## config.mk

```make
export PLATFORM = sky130hd
export DESIGN_NAME = chunked_body_decoder
export DESIGN_NICKNAME = d
export VERILOG_FILES = /design/src/hw/rtl/cbd_pkg.sv /design/src/hw/rtl/cbd_front.sv /design/src/hw/rtl/cbd_queue.sv /design/src/hw/rtl/cbd_back.sv /design/src/hw/rtl/chunked_body_decoder.sv
export VERILOG_INCLUDE_DIRS = /design/src /design/src/hw/rtl
export SDC_FILE = /design/constraint.sdc
export NUM_CORES = 1
export LEC_CHECK = 0
export ABC_AREA = 1
export BUFFER_PORTS_ARGS = -buffer_cell sky130_fd_sc_hd__buf_2
export CAP_MARGIN = 5
export CORE_ASPECT_RATIO = 0.8
export CORE_UTILIZATION = 25
export CTS_CLUSTER_DIAMETER = 40
export DETAILED_ROUTE_END_ITERATION = 8
export PLACE_DENSITY_LB_ADDON = 0.3
export SKIP_LAST_GASP = 1
export SLEW_MARGIN = 20
export SYNTH_ARGS = -nofsm -noshare
export SYNTH_HDL_FRONTEND = slang
export SYNTH_HIERARCHICAL = 1
export SYNTH_SLANG_ARGS = --single-unit
export TNS_END_PERCENT = 10
```

## constraint.sdc

```tcl
create_clock -name clk -period 8.3 [get_ports clk]
set_input_delay 0.83 -clock clk [delete_from_list [all_inputs] [get_ports clk]]
set_output_delay 0.83 -clock clk [all_outputs]
set_load 0.01 [all_outputs]
```

## src/hw/rtl/chunked_body_decoder_macros.svh

```systemverilog
// Assertion macros used by the chunked body decoder back end.
`ifndef CHUNKED_BODY_DECODER_MACROS_SVH
`define CHUNKED_BODY_DECODER_MACROS_SVH

// The consequent must hold in the same cycle as the antecedent.
`define CBD_ASSERT_SAME(label, clk, rst, ante, cons) \
  label: assert property (@(posedge clk) disable iff (rst) (ante) |-> (cons)) \
    else $error("chunked body decoder check failed");

// The consequent must hold in the cycle after the antecedent.
`define CBD_ASSERT_NEXT(label, clk, rst, ante, cons) \
  label: assert property (@(posedge clk) disable iff (rst) (ante) |=> (cons)) \
    else $error("chunked body decoder check failed");

`endif

```

## src/hw/rtl/cbd_pkg.sv

```systemverilog
// Types and constants shared by the chunked body decoder modules.
`timescale 1ns / 1ps
`default_nettype none
package cbd_pkg;

  localparam int SIZE_BITS = 32;
  localparam int QDEPTH = 4;
  localparam int QPTR_W = $clog2(QDEPTH);
  localparam int QCNT_W = $clog2(QDEPTH + 1);
  localparam int TRAIL_W = 2;
  localparam logic [TRAIL_W-1:0] TRAIL_LEN = TRAIL_W'(2);

  localparam logic [7:0] CHAR_LF = 8'h0A;
  localparam logic [7:0] CHAR_CR = 8'h0D;
  localparam logic [7:0] CHAR_TAB = 8'h09;
  localparam logic [7:0] CHAR_VT = 8'h0B;
  localparam logic [7:0] CHAR_FF = 8'h0C;
  localparam logic [7:0] CHAR_SPACE = 8'h20;

  typedef struct packed {
    logic [7:0] data;
    logic       start;
    logic       is_lf;
    logic       is_cr;
    logic       is_blank;
    logic       is_hex;
    logic [3:0] hex_val;
  } item_t;

  typedef struct packed {
    logic  valid;
    item_t item;
  } req_t;

endpackage
`default_nettype wire

```

## src/hw/rtl/cbd_front.sv

```systemverilog
// Front end: accepts raw body bytes and classifies each one for the back end.
`timescale 1ns / 1ps
`default_nettype none
module cbd_front (
  input  wire logic         s_tvalid,
  output logic              s_tready,
  input  wire logic [7:0]   s_tdata,
  input  wire logic         s_tuser,
  input  wire logic         q_full,
  output cbd_pkg::req_t     push
);

  logic [7:0] b;

  always_comb begin
    b = s_tdata;
    s_tready = !q_full;
    push.valid = s_tvalid && !q_full;
    push.item.data = b;
    push.item.start = s_tuser;
    push.item.is_lf = (b == cbd_pkg::CHAR_LF);
    push.item.is_cr = (b == cbd_pkg::CHAR_CR);
    push.item.is_blank = (b == cbd_pkg::CHAR_SPACE) || (b == cbd_pkg::CHAR_TAB) ||
                         (b == cbd_pkg::CHAR_VT) || (b == cbd_pkg::CHAR_FF) ||
                         (b == cbd_pkg::CHAR_CR);
    push.item.is_hex = 1'b0;
    push.item.hex_val = 4'd0;
    if (b >= 8'h30 && b <= 8'h39) begin
      push.item.is_hex = 1'b1;
      push.item.hex_val = 4'(b - 8'h30);
    end else if (b >= 8'h61 && b <= 8'h66) begin
      push.item.is_hex = 1'b1;
      push.item.hex_val = 4'(b - 8'h57);
    end else if (b >= 8'h41 && b <= 8'h46) begin
      push.item.is_hex = 1'b1;
      push.item.hex_val = 4'(b - 8'h37);
    end
  end

endmodule
`default_nettype wire

```

## src/hw/rtl/cbd_queue.sv

```systemverilog
// Short request queue between the front end and the back end.
`timescale 1ns / 1ps
`default_nettype none
module cbd_queue (
  input  wire logic          clk,
  input  wire logic          rst,
  input  wire cbd_pkg::req_t push,
  output logic               full,
  output cbd_pkg::req_t      head,
  input  wire logic          pop
);

  cbd_pkg::item_t slots [cbd_pkg::QDEPTH];
  logic [cbd_pkg::QPTR_W-1:0] wr_ptr;
  logic [cbd_pkg::QPTR_W-1:0] rd_ptr;
  logic [cbd_pkg::QCNT_W-1:0] count;
  logic do_push;
  logic do_pop;

  always_comb begin
    full = (count == cbd_pkg::QCNT_W'(cbd_pkg::QDEPTH));
    head.valid = (count != '0);
    head.item = slots[rd_ptr];
    do_push = push.valid && !full;
    do_pop = pop && head.valid;
  end

  always_ff @(posedge clk) begin
    if (rst) begin
      wr_ptr <= '0;
      rd_ptr <= '0;
      count <= '0;
    end else begin
      if (do_push) begin
        wr_ptr <= wr_ptr + 1'b1;
      end
      if (do_pop) begin
        rd_ptr <= rd_ptr + 1'b1;
      end
      if (do_push && !do_pop) begin
        count <= count + 1'b1;
      end else if (do_pop && !do_push) begin
        count <= count - 1'b1;
      end
    end
    if (do_push) begin
      slots[wr_ptr] <= push.item;
    end
  end

endmodule
`default_nettype wire

```

## src/hw/rtl/cbd_back.sv

```systemverilog
// Back end: runs the chunk state machine and holds the output register.
`timescale 1ns / 1ps
`default_nettype none
`include "chunked_body_decoder_macros.svh"
module cbd_back (
  input  wire logic          clk,
  input  wire logic          rst,
  input  wire cbd_pkg::req_t head,
  output logic               pop,
  output logic               m_tvalid,
  input  wire logic          m_tready,
  output logic [7:0]         m_tdata,
  output logic               m_tuser
);

  typedef enum logic [1:0] {PH_LINE, PH_DATA, PH_TRAIL, PH_DONE} phase_t;

  localparam int SB = cbd_pkg::SIZE_BITS;

  phase_t phase, phase_next;
  logic [SB-1:0] bytes_remaining, bytes_remaining_next;
  logic [SB-1:0] size_accum, size_accum_next;
  logic digit_seen, digit_seen_next;
  logic parse_stopped, parse_stopped_next;
  logic line_has_content, line_has_content_next;
  logic pending_cr, pending_cr_next;
  logic [cbd_pkg::TRAIL_W-1:0] trailer_left, trailer_left_next;

  phase_t ph;
  logic [SB-1:0] br, acc;
  logic ds, stp, cont, pcr, stp1, cont1, st;
  logic [cbd_pkg::TRAIL_W-1:0] tl;
  logic emit, emit_end;
  cbd_pkg::item_t it;

  always_comb begin
    it = head.item;
    pop = head.valid && (!m_tvalid || m_tready);
    st = it.start;
    ph = st ? PH_LINE : phase;
    br = st ? '0 : bytes_remaining;
    acc = st ? '0 : size_accum;
    ds = st ? 1'b0 : digit_seen;
    stp = st ? 1'b0 : parse_stopped;
    cont = st ? 1'b0 : line_has_content;
    pcr = st ? 1'b0 : pending_cr;
    tl = st ? '0 : trailer_left;
    stp1 = stp || (pcr && ds);
    cont1 = cont || pcr;

    phase_next = phase;
    bytes_remaining_next = bytes_remaining;
    size_accum_next = size_accum;
    digit_seen_next = digit_seen;
    parse_stopped_next = parse_stopped;
    line_has_content_next = line_has_content;
    pending_cr_next = pending_cr;
    trailer_left_next = trailer_left;
    emit = 1'b0;
    emit_end = 1'b0;

    if (pop) begin
      phase_next = ph;
      bytes_remaining_next = br;
      size_accum_next = acc;
      digit_seen_next = ds;
      parse_stopped_next = stp;
      line_has_content_next = cont;
      pending_cr_next = pcr;
      trailer_left_next = tl;
      unique case (ph)
        PH_LINE: begin
          if (it.is_lf) begin
            size_accum_next = '0;
            digit_seen_next = 1'b0;
            parse_stopped_next = 1'b0;
            line_has_content_next = 1'b0;
            pending_cr_next = 1'b0;
            if (cont && acc == '0) begin
              phase_next = PH_DONE;
              emit = 1'b1;
              emit_end = 1'b1;
            end else if (cont) begin
              bytes_remaining_next = acc;
              phase_next = PH_DATA;
            end
          end else begin
            pending_cr_next = it.is_cr;
            parse_stopped_next = stp1;
            line_has_content_next = cont1;
            if (!it.is_cr) begin
              line_has_content_next = 1'b1;
              if (!stp1) begin
                if (it.is_hex) begin
                  digit_seen_next = 1'b1;
                  if (|acc[SB-1:SB-4]) begin
                    size_accum_next = '1;
                  end else begin
                    size_accum_next = {acc[SB-5:0], it.hex_val};
                  end
                end else if (!(it.is_blank && !ds)) begin
                  parse_stopped_next = 1'b1;
                end
              end
            end
          end
        end
        PH_DATA: begin
          emit = 1'b1;
          bytes_remaining_next = br - 1'b1;
          if (br == SB'(1)) begin
            phase_next = PH_TRAIL;
            trailer_left_next = cbd_pkg::TRAIL_LEN;
          end
        end
        PH_TRAIL: begin
          if (tl != '0) begin
            trailer_left_next = tl - 1'b1;
          end
          if (tl <= cbd_pkg::TRAIL_W'(1)) begin
            phase_next = PH_LINE;
          end
        end
        PH_DONE: begin
        end
        default: begin
        end
      endcase
    end
  end

  always_ff @(posedge clk) begin
    if (rst) begin
      phase <= PH_LINE;
      bytes_remaining <= '0;
      size_accum <= '0;
      digit_seen <= 1'b0;
      parse_stopped <= 1'b0;
      line_has_content <= 1'b0;
      pending_cr <= 1'b0;
      trailer_left <= '0;
      m_tvalid <= 1'b0;
    end else begin
      phase <= phase_next;
      bytes_remaining <= bytes_remaining_next;
      size_accum <= size_accum_next;
      digit_seen <= digit_seen_next;
      parse_stopped <= parse_stopped_next;
      line_has_content <= line_has_content_next;
      pending_cr <= pending_cr_next;
      trailer_left <= trailer_left_next;
      if (emit) begin
        m_tvalid <= 1'b1;
      end else if (m_tready) begin
        m_tvalid <= 1'b0;
      end
    end
    if (emit) begin
      m_tdata <= emit_end ? 8'd0 : it.data;
      m_tuser <= emit_end;
    end
  end

  `CBD_ASSERT_SAME(a_trailer_only_in_trail, clk, rst, trailer_left != '0, phase == PH_TRAIL)
  `CBD_ASSERT_SAME(a_data_has_bytes, clk, rst, phase == PH_DATA, bytes_remaining != '0)
  `CBD_ASSERT_NEXT(a_data_emits, clk, rst, pop && !it.start && phase == PH_DATA, m_tvalid)
  `CBD_ASSERT_SAME(a_done_is_quiet, clk, rst, pop && !it.start && phase == PH_DONE, !emit)

endmodule
`default_nettype wire

```

## src/hw/rtl/chunked_body_decoder.sv

```systemverilog
// Top level of the chunked transfer body decoder.
// Usage:
// The slave channel (s_tvalid, s_tready, s_tdata, s_tuser) takes one raw byte of a
// chunked body per request; s_tuser high clears the decoder before that byte is used.
// The master channel (m_tvalid, m_tready, m_tdata, m_tuser) returns decoded payload
// bytes, and at most once per message a request with m_tuser high and m_tdata zero that
// marks the end of the body. Size lines, blank lines and chunk trailers give no request.
// Throughput is one byte per cycle while the receiver does not stall, set by the back
// end's state update, which does one wide add and compare per byte.
// An accepted input passes through the four-entry queue and the output register before
// any result that it gives reaches the master side.
// When the receiver stalls, the output register holds its request, the back end stops
// and the queue fills; s_tready falls only when the queue is full.
// Reset clears the queue, the output valid flag and all decoder state; the block accepts
// bytes in the first cycle after reset.
`timescale 1ns / 1ps
`default_nettype none
module chunked_body_decoder (
  input  wire logic       clk,
  input  wire logic       rst,
  input  wire logic       s_tvalid,
  output logic            s_tready,
  input  wire logic [7:0] s_tdata,   // [7:0] in_byte
  input  wire logic       s_tuser,   // [0] start_of_message
  output logic            m_tvalid,
  input  wire logic       m_tready,
  output logic [7:0]      m_tdata,   // [7:0] out_byte
  output logic            m_tuser    // [0] end_of_body
);

  cbd_pkg::req_t push;
  cbd_pkg::req_t head;
  logic q_full;
  logic pop;

  cbd_front u_front (
    .s_tvalid (s_tvalid),
    .s_tready (s_tready),
    .s_tdata  (s_tdata),
    .s_tuser  (s_tuser),
    .q_full   (q_full),
    .push     (push)
  );

  cbd_queue u_queue (
    .clk  (clk),
    .rst  (rst),
    .push (push),
    .full (q_full),
    .head (head),
    .pop  (pop)
  );

  cbd_back u_back (
    .clk      (clk),
    .rst      (rst),
    .head     (head),
    .pop      (pop),
    .m_tvalid (m_tvalid),
    .m_tready (m_tready),
    .m_tdata  (m_tdata),
    .m_tuser  (m_tuser)
  );

endmodule
`default_nettype wire

```

### After elaboration in Yosys (flattened, before gate mapping)

Memories as Yosys holds them, arrays and structs flattened. A register that Yosys moved wholly into a read port is not among the register bits.
Cells that the tools add are included.

| storage, ports and cells | value |
|---|---|
| register bits | 89 |
| bits in writable memories | 68 |
| word-level logic and storage cells | 132 |
| memories | 1 |

Memories:

| memory | depth | bits a word | rd ports | clocked after Yosys merged registers in | wr ports | line | source |
|---|---|---|---|---|---|---|---|
| u_queue.slots | 4 | 17 | 1 | 1 | 1 | cbd_queue.sv:13 | `cbd_pkg::item_t slots [cbd_pkg::QDEPTH];` |

| cells by class | value |
|---|---|
| add/subtract/negate cells | 9 |
| $lt $le $gt $ge | 7 |
| equal/unequal tests | 10 |
| mux-type cells | 60 |
| reduce and logical (&&, ||, !) cells | 31 |

Operators with widths:

| operator | number |
|---|---|
| $mux 32 | 11 |
| $pmux 32 s2 | 1 |
| $eq 8x4->1 const B | 5 |
| $eq 32x1->1 const B | 1 |
| $logic_not 32->1 | 1 |
| $sub 32x1->32 const B | 1 |
| $mux 1 | 29 |
| $mux 2 | 11 |
| $ge 8x7->1 const B | 2 |
| $le 8x7->1 const B | 2 |
| $mux 5 | 3 |
| $logic_and 1x1->1 | 12 |
| $eq 8x6->1 const B | 1 |
| $ge 8x6->1 const B | 1 |
| $le 8x6->1 const B | 1 |
| $sub 4x3->4 const B | 2 |
| $logic_or 1x1->1 | 7 |
| $mux 3 | 2 |
| $pmux 2 s3 | 1 |
| $reduce_bool 2->1 | 3 |
| $logic_not 1->1 | 5 |
| $add 2x1->2 const B | 2 |
| $pmux 2 s2 | 1 |
| $reduce_or 4->1 | 1 |
| other kinds (11) | 11 |

### Logic depth before layout (Yosys ltp)

| logic depth | value |
|---|---|
| word-level depth | 9 |
| mapped depth | 20 |

### Cells and area by module

The synthesis kept the hierarchy.

Modules (own cells, without submodules):

| module | instances | cells each | area each (um^2) |
|---|---|---|---|
| cbd_back | 1 | 906 | 5711.7 |
| cbd_queue | 1 | 233 | 3080.5 |
| cbd_front | 1 | 64 | 367.9 |

### Worst setup path before layout

Ideal clock, no wire load.

| timing path | value |
|---|---|
| kind | register to register |
| start | reg with a tool-made name |
| end | reg u_back.size_accum[16] |
| arrival | 3100 ps |
| required time | 8168 ps |
| slack | 5068 ps |
| stages on the path, launching flop included | 19 |
| buffers on the path | 7 |
| period minus slack after synthesis | 3232 ps |
| cells stage by stage | dfxtp_1 -> buf_6 -> inv_6 -> buf_4 -> nor2_1 -> o22ai_1 -> inv_2 -> buf_6 -> buf_4 -> buf_2 -> nand2_1 -> ha_1 -> clkbuf_1 -> inv_1 -> nor3_1 -> nand2_2 -> buf_2 -> o311ai_0 -> a21oi_1 |

RTL lines:

| what | line | source |
|---|---|---|
| end signal, assigned | cbd_back.sv:146 | `size_accum <= size_accum_next;` |
| end, declared | cbd_back.sv:22 | `logic [SB-1:0] size_accum, size_accum_next;` |

==> flow_summary.yaml <==
cells_and_area:
  nets: 1214
  seq_area_um2: 3950
  multi_input_area_um2: 4320
  diodes: 0
  drive_gt1_share_pct: 12.3
  fill_cells: 3901
  syn_to_final_growth_pct: 10.2
outcome:
  status: "complete, no violations"
clock_tree:
  postCtsSetupBuffers: 0
  numCtsBuffers: 17
  cts_tree: "built"
  clkLatencyLatePin_ps: 430
  clock_sinks: 159
  clkTransAtPathRegs_ps: 70
  clockRootBuffer: "clkbuf_16"
  cts_buffer_depth: 2
  post_cts_resized: 0
  cts_hold_buf: 0
  ctsHtreeMaxLevel: 4
logic_synthesis:
  synth_cells: 1203
  ys_seq_area_share_pct: 43.2
  ys_ff_latch: 159
  yosysTopAreaCell: "edfxtp_1"
  synth_flop_cell: "dfxtp_1"
  synth-async-reset-ratio_pct: 0
  syn-num-nets: 1231
  syn_area_per_cell_um2: 7.61
  syn_area_um2: 9160
  synth-edff-count: 77
  yosysUniqueCellTypes: 46
  synth_top_area_share_pct: 25.2
  synth_area_leaders: "edfxtp_1 (25%), dfxtp_1 (18%), nand2_1 (11%), nand3_1 (6.8%), nor2_1 (5.1%)"
  yosys_warnings: 6
floorplan:
  fp-row-count: 62
  boundaryPins: 24
  start_util_pct: 25.4
  core_area_um2: 36000
  die_area_um2: 37400
  fp.dieH_um: 173
  die_width_um: 216
sta:
  worst_slew_pin_slew_ps: 1120
  rsz0062_at_grt: "false"
  timing.hold.ws_ps: 468
  fmax_mhz: 217
  period_share_pct: 55.6
  fin_crit_ps: 4610
  hold_viol_final: 0
  fin_tns_setup_ps: 0
  setup_viol_count_final: 0
  slew_headroom_pct: 25.4
  fin_skew_ps: 12.7
  slew_viol_final: 0
critical_path:
  start_kind: "flip-flop"
  regToRegSetupSlack_ps: 3690
  critPathKind: "flip-flop to flip-flop"
  crit_path_end_kind: "flip-flop"
  cp.required_ps: 8370
  crit_arrival_ps: 4680
  reg2reg_depth: 14
  reg2reg_to: "u_back/m_tuser"
  crit_fanout: 70
global_routing:
  grt_pass1_vias: 7218
  track_usage_pct: 13.2
  antenna_found_initial: 0
  grt_overflow_total: 0
  grt_first_pass_wirelength_mm: 39.6
  grt_max_degree: 71
detailed_routing:
  viasPerCell: 4.66
  drt_drc_violations_left: 0
  drt_iter0_markers: 805
  drt-pass1-iter-count: 5
  num_vias: 7829
  antenna_left: 0
  wl_per_cell_um: 14.6
  routed_wl_mm: 24.5
power:
  ir_drop_mv: 0.187
  power_density_nw_per_um2: 432
  power_leakage_nw: 4.49
job:
  cap_violations: 0
placement:
  hpwlAfterDp_mm: 16.2
  port_buffers: 23
  place.gp.congestion: 0.822
min_path:
  hold_path_end: "u_back/phase[0]"
  min_from: "u_back/phase[0]"
  hp-class: "flip-flop to flip-flop"
  holdPathStages: 2
==> metrics by stage <==
stage	utilization [%]	worst slack [ps]	power, mW	instance area, um2	cells
floorplan	-	5070	3.09	9160	1203
global placement	26.5	3830	3.58	9550	1647
global route	28.1	3240	4.73	10100	1679
finish	28.1	3690	4.36	10100	1679
CTS	28.1	3670	4.37	10100	1679
detailed placement	26.5	3690	3.59	9550	1647
==> worst max path at each step <==
stage / startpoint / end / depth (start not counted)
after floorplan: flip-flop / u_back/size_accum[16] / 18
after global placement: flip-flop / u_back/m_tdata[4] / 14
after detailed placement: flip-flop / u_back/m_tdata[4] / 14
after CTS: flip-flop / u_back/m_tuser / 14
after global routing: flip-flop / u_back/m_tuser / 14
final: flip-flop / u_back/m_tuser / 14
==> layout by cell type (no fill, tap or decap), types with 8 or more instances in the layout <==
| cell | instances |
|---|---|
| a32oi_1 | 12 |
| a21oi_1 | 63 |
| o21ai_1 | 24 |
| buf_4 | 12 |
| edfxtp_1 | 77 |
| o21a_1 | 10 |
| o21ai_0 | 57 |
| nand3b_1 | 20 |
| inv_2 | 9 |
| buf_2 | 23 |
| inv_1 | 111 |
| nor2_1 | 124 |
| nand2_2 | 32 |
| nor2_2 | 8 |
| nand4_1 | 9 |
| o21ai_2 | 11 |
| dfxtp_1 | 82 |
| clkbuf_16 | 17 |
| nand2_1 | 277 |
| nand3_1 | 124 |
| ha_1 | 14 |
| o22ai_1 | 18 |
==> where the power goes <==
| part | total [mW] | internal (mW) | switching, mW |
|---|---|---|---|
| Clock | 0.756 | 0.394 | 0.362 |
| Combinational | 2.44 | 0.714 | 1.72 |
| Sequential | 1.17 | 1.04 | 0.127 |
| Total | 4.36 | 2.15 | 2.21 |
==> worst max-delay path, stage by stage (launching register included) <==
cell     delay, ps
dfxtp_1        510
inv_2          410
o21ai_2         90
o22ai_1        600
inv_2          170
buf_4          410
nand2_1        270
nand2_1         80
nor2_1         100
nand2_1         60
nor2_2         150
nand3_4        340
o21ai_0        380
nand2_1        170
inv_1          390
==> flip-flops by register name, indices dropped and copies added (netlist names), 2 cells and up, named ones only <==
name,count
u_queue/count,3
u_back/trailer_left,2
u_back/size_accum,32
u_back/phase,2
u_back/bytes_remaining,32
u_back/m_tdata,8
u_queue/slots,68
u_queue/wr_ptr,2
u_queue/rd_ptr,2
==> cells by family (layout without fill, tap and decap cells) <==
| family | after synthesis | after routing | synth area share, % |
|---|---|---|---|
| flip-flops | 159 | 159 | 43.2 |
| adder cells (fa/ha/maj) | 15 | 15 | 2.13 |
| AND/OR/NAND/NOR | 617 | 617 | 30.7 |
| XOR/XNOR | 1 | 1 | 0.0956 |
| AO/OA/AOI/OAI | 217 | 217 | 14.0 |
| buffers and inverters | 194 | 190 | 9.86 |
==> layout make-up <==
cell class                      count  area share, %
Inverter                          123           4.63
Clock inverter                     14           1.19
Timing Repair Buffer               35           2.03
Multi-Input combinational cell    850           42.8
Sequential cell                   159           39.2
Tap cell                          480           5.95
Clock buffer                       18           4.25
==> per-layer routing <==
metal / track usage (%) / wire length (um) / vias to the layer above
met1: 20.4 / 13100 / 3679
met3: 2.01 / 988 / 17
li1: - / - / 3974
met5: 0 / 0 / -
met2: 18.5 / 10200 / 159
met4: 3.96 / 308 / 0
==> cells in the mapped netlist (10+ instances only) <==
cell type and number:
nand2_1 277, nor2_1 125, nand3_1 124, inv_1 111, dfxtp_1 82, edfxtp_1 77
a21oi_1 64, o21ai_0 57, nand2_2 32, o21ai_1 24, clkbuf_1 21, nand3b_1 20
o22ai_1 18, buf_2 15, buf_4 14, ha_1 14, buf_6 13, a32oi_1 12
o21ai_2 11, o21a_1 10
Power figures use the tool's default switching activity.
